### src/hw/rtl/msls_pkg.sv
`default_nettype none
package msls_pkg;
    localparam int MaxTasks    = 64;
    localparam int MaxMachines = 16;
    localparam int DurBits     = 16;
    localparam int IdxBits     = 6;
    localparam int CntBits     = 7;
    localparam int MachBits    = 4;
    localparam int LoadBits    = 23;
    localparam int SpanBits    = 22;

    typedef enum logic [3:0] {
        ST_LOAD,
        ST_INIT,
        ST_SORT_RD_KEY,
        ST_SORT_RD_PREV,
        ST_SORT_CMP,
        ST_PLACE_RD,
        ST_PLACE_ADD,
        ST_SPAN,
        ST_EMIT_RD,
        ST_EMIT_OUT
    } t_state;
endpackage
`default_nettype wire

### src/hw/rtl/msls_mem.sv
`default_nettype none
// Generic single write, single read RAM with registered read data.
module msls_mem #(
    parameter int Depth = 64,
    parameter int Width = 16,
    parameter int AddrBits = 6
) (
    input  wire logic                i_clk,
    input  wire logic                i_we,
    input  wire logic [AddrBits-1:0] i_waddr,
    input  wire logic [Width-1:0]    i_wdata,
    input  wire logic [AddrBits-1:0] i_raddr,
    output logic      [Width-1:0]    o_rdata
);
    logic [Width-1:0] r_mem [Depth];

    always_ff @(posedge i_clk) begin
        if (i_we) begin
            r_mem[i_waddr] <= i_wdata;
        end
        o_rdata <= r_mem[i_raddr];
    end
endmodule
`default_nettype wire

### src/hw/rtl/mixed_spt_lpt_list_scheduler.sv
`default_nettype none
// Mixed SPT/LPT list scheduler. Durations are taken one per cycle and stored
// in arrival order; the transfer with i_last_task closes the set (tasks past
// 64 are dropped, but their last bit still closes). The first floor(n/2)
// tasks are then stably insertion-sorted ascending, the rest descending, and
// placed in that order onto the least-loaded machine (lowest number on a
// tie). One result per task follows in placement order, all carrying the
// final makespan. The order RAM is filled one entry per task; the sort
// reads each key and then shifts entries one at a time (O(n^2) worst case,
// one read port on the order RAM); placement scans every machine per task,
// the span scan reads every machine once, and emission holds each result
// while the output is stalled. Input stall stays high from the closing
// transfer until the last result is taken. machine_count is written over
// its own valid/ready port; 0 acts as 1 and values above 16 act as 16.
module mixed_spt_lpt_list_scheduler (
    input  wire logic        i_clk,
    input  wire logic        i_rst_n,
    input  wire logic        i_cfg_valid,
    output logic             o_cfg_ready,
    input  wire logic [4:0]  i_cfg_machine_count,
    input  wire logic        i_valid,
    output logic             o_stall,
    input  wire logic [15:0] i_task_duration,
    input  wire logic        i_last_task,
    output logic             o_valid,
    input  wire logic        i_stall,
    output logic [5:0]       o_task_index,
    output logic [4:0]       o_assigned_machine,
    output logic [21:0]      o_makespan,
    output logic             o_last_result
);
    localparam int IB = msls_pkg::IdxBits;
    localparam int CB = msls_pkg::CntBits;
    localparam int MB = msls_pkg::MachBits;
    localparam int LB = msls_pkg::LoadBits;
    localparam int DB = msls_pkg::DurBits;

    msls_pkg::t_state r_state, n_state;
    logic [4:0]  r_mcount;
    logic [CB-1:0] r_cnt;
    logic [CB-1:0] r_i;
    logic [IB-1:0] r_j, r_lo;
    logic [CB-1:0] r_hi;
    logic          r_desc;
    logic [IB-1:0] r_key;
    logic [DB-1:0] r_kd;
    logic [IB-1:0] r_prev;
    logic [MB-1:0] r_k, r_best;
    logic [LB-1:0] r_bestload, r_span;
    logic [LB-1:0] r_load [msls_pkg::MaxMachines];
    logic          r_phase; // 0: key read, 1: prev read (sort); place step
    logic          r_ovalid;
    logic [IB-1:0] r_oidx;
    logic [MB-1:0] r_omach;
    logic          r_olast;

    // memories
    logic          dur_we;
    logic [IB-1:0] dur_waddr, dur_raddr;
    logic [DB-1:0] dur_rdata;
    logic          ord_we;
    logic [IB-1:0] ord_waddr, ord_raddr, ord_wdata, ord_rdata;
    logic          asg_we;
    logic [IB-1:0] asg_addr;
    logic [MB-1:0] asg_wdata;
    logic [MB-1:0] asg_rdata;

    msls_mem #(.Depth(msls_pkg::MaxTasks), .Width(DB), .AddrBits(IB)) u_dur (
        .i_clk(i_clk), .i_we(dur_we), .i_waddr(dur_waddr),
        .i_wdata(i_task_duration[DB-1:0]), .i_raddr(dur_raddr), .o_rdata(dur_rdata));
    msls_mem #(.Depth(msls_pkg::MaxTasks), .Width(IB), .AddrBits(IB)) u_ord (
        .i_clk(i_clk), .i_we(ord_we), .i_waddr(ord_waddr),
        .i_wdata(ord_wdata), .i_raddr(ord_raddr), .o_rdata(ord_rdata));
    msls_mem #(.Depth(msls_pkg::MaxTasks), .Width(MB), .AddrBits(IB)) u_asg (
        .i_clk(i_clk), .i_we(asg_we), .i_waddr(asg_addr),
        .i_wdata(asg_wdata), .i_raddr(asg_addr), .o_rdata(asg_rdata));

    logic in_xfer, out_xfer;
    logic [4:0] m_eff;
    logic [MB-1:0] m_last;
    logic move;

    assign in_xfer  = i_valid && !o_stall;
    assign out_xfer = r_ovalid && !i_stall;
    assign o_stall  = (r_state != msls_pkg::ST_LOAD);
    assign o_cfg_ready = (r_state == msls_pkg::ST_LOAD);
    assign m_eff  = (r_mcount == 5'd0) ? 5'd1 :
                    (r_mcount > 5'd16) ? 5'd16 : r_mcount;
    assign m_last = MB'(m_eff - 5'd1);
    // dur_rdata here holds the duration of the previous entry
    assign move = r_desc ? (dur_rdata < r_kd) : (dur_rdata > r_kd);
    // winner of the scan including the machine compared this cycle
    assign asg_wdata = (r_load[r_k] < r_bestload) ? r_k : r_best;

    // next state
    always_comb begin
        n_state = r_state;
        unique case (r_state)
            msls_pkg::ST_LOAD: if (in_xfer && i_last_task) n_state = msls_pkg::ST_INIT;
            msls_pkg::ST_INIT: if (CB'(r_i) + 1 >= r_cnt) n_state = msls_pkg::ST_SORT_RD_KEY;
            msls_pkg::ST_SORT_RD_KEY: begin
                if (CB'(r_i) >= r_hi) begin
                    n_state = r_desc || r_hi == r_cnt ? msls_pkg::ST_PLACE_RD
                                                      : msls_pkg::ST_SORT_RD_KEY;
                end else begin
                    n_state = msls_pkg::ST_SORT_RD_PREV;
                end
            end
            msls_pkg::ST_SORT_RD_PREV: n_state = msls_pkg::ST_SORT_CMP;
            msls_pkg::ST_SORT_CMP:     n_state = (!r_phase || ((r_j != r_lo) && move))
                                               ? msls_pkg::ST_SORT_CMP
                                               : msls_pkg::ST_SORT_RD_KEY;
            msls_pkg::ST_PLACE_RD:  n_state = (CB'(r_i) >= r_cnt) ? msls_pkg::ST_SPAN
                                                                  : msls_pkg::ST_PLACE_ADD;
            msls_pkg::ST_PLACE_ADD: if (r_phase && r_k == m_last)
                                        n_state = msls_pkg::ST_PLACE_RD;
            msls_pkg::ST_SPAN:      if (r_k == m_last) n_state = msls_pkg::ST_EMIT_RD;
            msls_pkg::ST_EMIT_RD:   n_state = msls_pkg::ST_EMIT_OUT;
            msls_pkg::ST_EMIT_OUT:  if (out_xfer || !r_ovalid) begin
                                        n_state = r_olast && r_ovalid ? msls_pkg::ST_LOAD
                                                : (r_ovalid ? msls_pkg::ST_EMIT_RD
                                                            : msls_pkg::ST_EMIT_OUT);
                                    end
            default: n_state = msls_pkg::ST_LOAD;
        endcase
    end

    // memory controls
    always_comb begin
        dur_we = 1'b0; dur_waddr = r_cnt[IB-1:0]; dur_raddr = r_key;
        ord_we = 1'b0; ord_waddr = r_j; ord_wdata = r_key; ord_raddr = r_i[IB-1:0];
        asg_we = 1'b0; asg_addr = r_i[IB-1:0];
        unique case (r_state)
            msls_pkg::ST_LOAD: dur_we = in_xfer && (r_cnt < CB'(msls_pkg::MaxTasks));
            msls_pkg::ST_INIT: begin
                ord_we = 1'b1; ord_waddr = r_i[IB-1:0]; ord_wdata = r_i[IB-1:0];
            end
            msls_pkg::ST_SORT_RD_KEY:  ord_raddr = r_i[IB-1:0];
            msls_pkg::ST_SORT_RD_PREV: begin
                ord_raddr = r_j - 1'b1;
                dur_raddr = ord_rdata;
            end
            msls_pkg::ST_SORT_CMP: begin
                if (!r_phase) begin
                    dur_raddr = ord_rdata;  // prev duration read
                    ord_raddr = r_j - 1'b1;
                end else begin
                    dur_raddr = r_prev;
                    ord_raddr = r_j - 2'd2; // next prev after a shift
                end
                if (r_phase && (r_j != r_lo) && move) begin
                    ord_we = 1'b1; ord_waddr = r_j; ord_wdata = r_prev;
                end else if (r_phase) begin
                    ord_we = 1'b1; ord_waddr = r_j; ord_wdata = r_key;
                end
            end
            msls_pkg::ST_PLACE_RD:  ord_raddr = r_i[IB-1:0];
            msls_pkg::ST_PLACE_ADD: begin
                ord_raddr = r_i[IB-1:0];
                dur_raddr = ord_rdata;
                if (r_phase && r_k == m_last) asg_we = 1'b1;
            end
            msls_pkg::ST_EMIT_RD:   ord_raddr = r_i[IB-1:0];
            default: ;
        endcase
    end

    // Sort micro-sequence: RD_KEY issues order[i]; RD_PREV latches key, issues
    // dur[key] and order[j-1]; CMP phase 0 latches kd/prev and issues
    // dur[prev]; CMP phase 1 compares, shifts (issuing order[j-2]) or drops
    // the key.
    always_ff @(posedge i_clk) begin
        if (!i_rst_n) begin
            r_state  <= msls_pkg::ST_LOAD;
            r_mcount <= 5'd1;
            r_cnt    <= '0;
            r_ovalid <= 1'b0;
            r_phase  <= 1'b0;
            r_i      <= '0;
        end else begin
            r_state <= n_state;
            if (i_cfg_valid && o_cfg_ready) r_mcount <= i_cfg_machine_count;
            if (out_xfer) r_ovalid <= 1'b0;
            unique case (r_state)
                msls_pkg::ST_LOAD: begin
                    r_i <= '0;
                    if (in_xfer) begin
                        if (r_cnt < CB'(msls_pkg::MaxTasks)) r_cnt <= r_cnt + 1'b1;
                    end
                end
                msls_pkg::ST_INIT: begin
                    if (CB'(r_i) + 1 >= r_cnt) begin
                        r_lo   <= '0;
                        r_hi   <= r_cnt >> 1;
                        r_desc <= 1'b0;
                        r_i    <= CB'(1);
                    end else begin
                        r_i <= r_i + 1'b1;
                    end
                end
                msls_pkg::ST_SORT_RD_KEY: begin
                    r_phase <= 1'b0;
                    r_j     <= r_i[IB-1:0];
                    if (CB'(r_i) >= r_hi) begin
                        if (!r_desc && r_hi != r_cnt) begin
                            r_desc <= 1'b1;
                            r_lo   <= r_hi[IB-1:0];
                            r_hi   <= r_cnt;
                            r_i    <= r_hi + 1'b1;
                        end else begin
                            r_i <= '0;
                            for (int k = 0; k < msls_pkg::MaxMachines; k++) r_load[k] <= '0;
                        end
                    end
                end
                msls_pkg::ST_SORT_RD_PREV: r_key <= ord_rdata;
                msls_pkg::ST_SORT_CMP: begin
                    if (!r_phase) begin
                        if (r_j == r_i[IB-1:0]) r_kd <= dur_rdata; // first compare: key dur
                        r_prev  <= ord_rdata;
                        r_phase <= 1'b1;
                    end else if ((r_j != r_lo) && move) begin
                        r_j     <= r_j - 1'b1;
                        r_phase <= 1'b0;
                    end else begin
                        r_i     <= r_i + 1'b1;
                        r_phase <= 1'b0;
                    end
                end
                msls_pkg::ST_PLACE_RD: begin
                    r_k <= '0; r_phase <= 1'b0;
                    r_best <= '0; r_bestload <= r_load[0];
                    if (CB'(r_i) >= r_cnt) begin
                        r_span <= '0;
                    end
                end
                msls_pkg::ST_PLACE_ADD: begin
                    // phase 0 waits for the order read; phase 1 scans machines
                    if (!r_phase) begin
                        r_phase <= 1'b1;
                    end else begin
                        if (r_load[r_k] < r_bestload) begin
                            r_best <= r_k; r_bestload <= r_load[r_k];
                        end
                        if (r_k == m_last) begin
                            if (r_load[r_k] < r_bestload)
                                r_load[r_k] <= r_load[r_k] + LB'(dur_rdata);
                            else
                                r_load[r_best] <= r_bestload + LB'(dur_rdata);
                            r_i <= r_i + 1'b1;
                        end else begin
                            r_k <= r_k + 1'b1;
                        end
                    end
                end
                msls_pkg::ST_SPAN: begin
                    if (r_load[r_k] > r_span) r_span <= r_load[r_k];
                    r_k <= r_k + 1'b1;
                    r_i <= '0;
                end
                msls_pkg::ST_EMIT_RD: ;
                msls_pkg::ST_EMIT_OUT: begin
                    if (!r_ovalid || out_xfer) begin
                        if (r_ovalid && r_olast) begin
                            r_cnt <= '0;
                        end else if (!r_ovalid || out_xfer) begin
                            if (!r_ovalid) begin
                                r_ovalid <= 1'b1;
                                r_oidx   <= ord_rdata;
                                r_omach  <= asg_rdata;
                                r_olast  <= (CB'(r_i) + 1 == r_cnt);
                                r_i      <= r_i + 1'b1;
                            end
                        end
                    end
                end
                default: ;
            endcase
        end
    end

    assign o_valid            = r_ovalid;
    assign o_task_index       = r_oidx;
    assign o_assigned_machine = {1'b0, r_omach} + 5'd1;
    assign o_makespan         = r_span[21:0];
    assign o_last_result      = r_olast;

    ast_stall_busy: assert property (@(posedge i_clk) disable iff (!i_rst_n)
        r_ovalid |-> o_stall) else $error("input open while results pending");
    ast_hold: assert property (@(posedge i_clk) disable iff (!i_rst_n)
        (o_valid && i_stall) |=> (o_valid && $stable(o_task_index)))
        else $error("result changed under stall");
    ast_cnt: assert property (@(posedge i_clk) disable iff (!i_rst_n)
        r_cnt <= CB'(msls_pkg::MaxTasks)) else $error("count overflow");
endmodule
`default_nettype wire
### config.mk
export PLATFORM = sky130hd
export DESIGN_NAME = mixed_spt_lpt_list_scheduler
export DESIGN_NICKNAME = d
export VERILOG_FILES = /design/src/hw/rtl/msls_pkg.sv /design/src/hw/rtl/msls_mem.sv /design/src/hw/rtl/mixed_spt_lpt_list_scheduler.sv
export SDC_FILE = /design/constraint.sdc
export NUM_CORES = 2
export LEC_CHECK = 0
export ABC_CLOCK_PERIOD_IN_PS = 9100
export BUFFER_PORTS_ARGS = -buffer_cell sky130_fd_sc_hd__buf_2
export CAP_MARGIN = 20
export CORE_ASPECT_RATIO = 1.5
export CORE_MARGIN = 4
export CORE_UTILIZATION = 45
export CTS_BUF_LIST = sky130_fd_sc_hd__clkbuf_4
export DETAILED_ROUTE_END_ITERATION = 10
export GPL_ROUTABILITY_DRIVEN = 0
export PLACE_DENSITY = 0.71
export SETUP_SLACK_MARGIN = 0.4
export SYNTH_ARGS = -nofsm -noshare
export SYNTH_HDL_FRONTEND = slang
export SYNTH_SLANG_ARGS = --single-unit
### constraint.sdc
create_clock -name i_clk -period 9.1 [get_ports i_clk]
set_input_delay 0.91 -clock i_clk [delete_from_list [all_inputs] [get_ports i_clk]]
set_output_delay 0.91 -clock i_clk [all_outputs]
set_load 0.01 [all_outputs]
==> results.json <==
{
  "fin_crit_ps": 7790,
  "routedWlPerCell_um": 26.5,
  "ant_nets": 0,
  "post-route-drc-count": 0,
  "synth_nets": 5582,
  "postSynthCellCount": 5446,
  "r2r_setup_slack_ps": 1310,
  "wl_met1_mm": 82.2,
  "finalCritPeriodShare_pct": 85.7,
  "ys_types": 86,
  "ys.warnings.count": 0,
  "cp_max_fo": 27,
  "drv_cap": 0,
  "worstPathRequired_ps": 9970,
  "drive_above_1_share_pct": 24.8,
  "syn_to_final_growth_pct": 11.5,
  "wl_met2_mm": 121,
  "crit_arrival_ps": 8670,
  "final_nets": 6008,
  "powerDensity_mw_per_mm2": 227,
  "portBuffers": 63,
  "rows": 201,
  "synth.area.top_cells": "edfxtp_1 71%, mux4_2 9.1%, nor2_1 2.5%",
  "core_area_sq_mm": 0.200,
  "tightest_slew_ps": 1120,
  "syn_area_sq_mm": 0.0906,
  "clk_root_buffer_cell": "clkbuf_4",
  "yosys.area.top_type": "edfxtp_1",
  "critPathMaxStageDelay_ps": 710,
  "cts_buffers": 486,
  "worstSetupEndpoint": "r_load[2][22]",
  "cp_slowest_cell": "dfxtp_4",
  "rr_endpoint": "r_load[2][22]",
  "max_freq_mhz": 128,
  "ir_drop_v": 0.000208,
  "switching_share_pct": 27.6,
  "htree_levels": 5,
  "status": "complete, no violations",
  "clockBufferDepth": 4,
  "skew_ps": 152,
  "synth_edf_count": 2145,
  "crit_type": "reg2reg",
  "routed.top_layer": "met5",
  "synth_top_area_share_pct": 71.1,
  "synth.ff_latch_count": 2200,
  "combPwrFrac_pct": 15.8,
  "clk_pin_slew_worst_paths_ps": 70,
  "pwr-share-clk_pct": 33.3,
  "stdcell_area_sq_mm": 0.101,
  "synth_flop_cell": "edfxtp_1",
  "drt_iter0_drc": 5979,
  "dr_wl_met3_mm": 18.5,
  "switching_power_mw": 6.32,
  "cts_tree": "done",
  "min_path_type": "in2reg",
  "relSlewSlack_pct": 25.2,
  "gr-total-overflow": 0,
  "async_flop_share_pct": 0,
  "die_h_um": 558,
  "wl_mm": 236,
  "vias": 53100,
  "io-pin-count": 64,
  "fin_setup_tns_ps": 0,
  "ys_seq_area_share_pct": 72.3,
  "startpoint_type": "register",
  "grt_start_max_net_pins": 166,
  "cts_resized": 0,
  "fp.dieW_um": 374,
  "start_util_pct": 45.3,
  "hold_viol_final": 0,
  "vias_per_cell": 5.96,
  "placed_cell_area_sq_mm": 0.0944,
  "firstDrtPassIters": 7,
  "crit_path_cell_trace": "buf_4, mux4_2, mux4_2, ha_1, nand4_1, nor3_1, o221ai_1, o211ai_1, o21a_1, nand2_1, o21ai_0, ha_1, inv_1, fa_1, nand3b_1, a31oi_1, o221a_2, a211oi_1, nor4_1, xnor2_1, nand2_1, a21oi_1",
  "clock-sinks": 2200,
  "dieArea_sq_mm": 0.209,
  "timing.hold.ws_ps": 135,
  "avgSynthCellArea_sq_um": 16.6,
  "antenna_found_initial": 10,
  "grt.total_usage_pct": 22.2,
  "rsz0062_at_grt": "false",
  "drv_slew": 0,
  "grt_pass1_wl_mm": 348,
  "hpwl_mm": 144,
  "clock_latency_ps": 1240,
  "reg2reg_depth": 22,
  "setup_viol": 0,
  "end_kind": "register",
  "grt_pass1_vias": 54700,
  "p_leak_nw": 34.3,
  "pwr-share-seq_pct": 50.9,
  "p_int_mw": 16.6
}
## cells by family (layout without fill, tap and decap cells)
kind of cell             after synthesis  in the layout  synth area share, %
buffers and inverters                438           1239                 2.09
flip-flops                          2200           2200                 72.3
adder cells (fa/ha/maj)              109            109                 1.51
XOR/XNOR                              65             65                0.637
AO/OA/AOI/OAI                        743            743                 5.78
AND/OR/NAND/NOR                     1360           1360                 6.65
multiplexers                         531            531                 11.0
other                                  0              9                    0
## worst min path at each step
stage	start	end	depth (start not counted)
detailed placement	u_asg.o_rdata[1]	r_omach[1]	0
global route	i_cfg_valid	r_mcount[4]	4
global placement	u_asg.o_rdata[1]	r_omach[1]	0
floorplan	u_asg.o_rdata[0]	r_omach[0]	0
CTS	i_cfg_valid	r_mcount[4]	4
finish	i_cfg_valid	r_mcount[4]	4
## registers in the layout, summed over array words and instances (netlist names), 7 cells and up, named ones only
signal	count
r_bestload	23
r_cnt	7
r_hi	7
r_i	7
r_kd	16
r_load	368
r_span	23
u_asg.r_mem	256
u_dur.o_rdata	16
u_dur.r_mem	1024
u_ord.r_mem	384
## layer usage
layer	vias up	GRT usage (%)
met2	2937	38.5
met5	-	0
li1	22700	-
met4	8	12.6
met3	683	4.19
met1	26700	25.9
## power by group through the flow
stage,clock network (mW),registers [mW],logic [mW]
floorplan,0,11.7,2.38
global placement,0,11.9,3.50
detailed placement,0,11.9,3.56
CTS,7.78,11.6,3.59
global route,8.35,11.7,3.87
finish,7.63,11.6,3.62
## what timing repair did
action | CTS | global route
hold buffers | 12 | 1
buffers inserted | 0 | 0
endpoints found under the hold margin | 7 | 8
## layout make-up
type | instances | area, sq um
Multi-Input combinational cell | 2808 | 23400
Fill cell | 16300 | 99200
Inverter | 108 | 405
Sequential cell | 2200 | 65500
Timing Repair Buffer | 268 | 2050
Antenna cell | 9 | 22.5
Clock buffer | 737 | 5530
Tap cell | 2639 | 3300
Clock inverter | 126 | 764
## per-stage QoR
step / power (mW) / util [%] / std cells / worst slack [ps]
floorplan: 14.1 / - / 5446 / 1690
global placement: 15.4 / 47.2 / 7997 / 1430
detailed placement: 15.4 / 47.2 / 7998 / 1330
CTS: 23.0 / 50.4 / 8873 / 1370
global route: 23.9 / 50.5 / 8890 / 786
finish: 22.9 / 50.5 / 8895 / 1310
## synthesized netlist by cell type, drive strengths merged, types with 28 or more instances
| cell type | count |
|---|---|
| xnor2 | 37 |
| a21oi | 135 |
| nor3 | 97 |
| inv | 106 |
| nand4 | 48 |
| edfxtp | 2145 |
| nand2 | 333 |
| ha | 108 |
| nor2 | 614 |
| buf | 158 |
| a221oi | 28 |
| mux4 | 366 |
| mux2 | 58 |
| o21ai | 87 |
| a32oi | 31 |
| and2 | 30 |
| clkbuf | 172 |
| dfxtp | 55 |
| a22oi | 248 |
| or2 | 31 |
| xor2 | 28 |
| nand3 | 88 |
| mux2i | 107 |
## cells in the final DEF (no fill, tap or decap), types with 17 or more instances in the layout
master	instances
inv_1	105
o21ai_0	82
xnor2_1	36
a31oi_1	21
nand3_1	84
nor4_1	20
a21o_1	23
buf_2	63
a221oi_1	26
mux2_2	58
buf_4	176
dfxtp_1	52
nor2_1	597
nor2_2	17
nor3_1	78
and2_1	30
ha_1	108
a41oi_1	19
clkinv_1	87
mux4_2	366
nand2_1	330
a21oi_1	135
clkbuf_4	737
nand4_1	48
xor2_1	28
a22oi_1	248
a22o_1	24
and3_1	23
mux2i_1	105
a32oi_1	31
nand2b_1	22
edfxtp_1	2145
## critical path, delay by kind of cell (launching register included)
| family | cells | cell delay, ps |
|---|---|---|
| AO/OA/AOI/OAI | 8 | 2280 |
| AND/OR/NAND/NOR | 6 | 1740 |
| flip-flops | 1 | 710 |
| multiplexers | 2 | 1130 |
| buffers and inverters | 2 | 440 |
| adder cells (fa/ha/maj) | 3 | 1020 |
| XOR/XNOR | 1 | 140 |
Note: power is estimated with default switching activity, not from simulation.
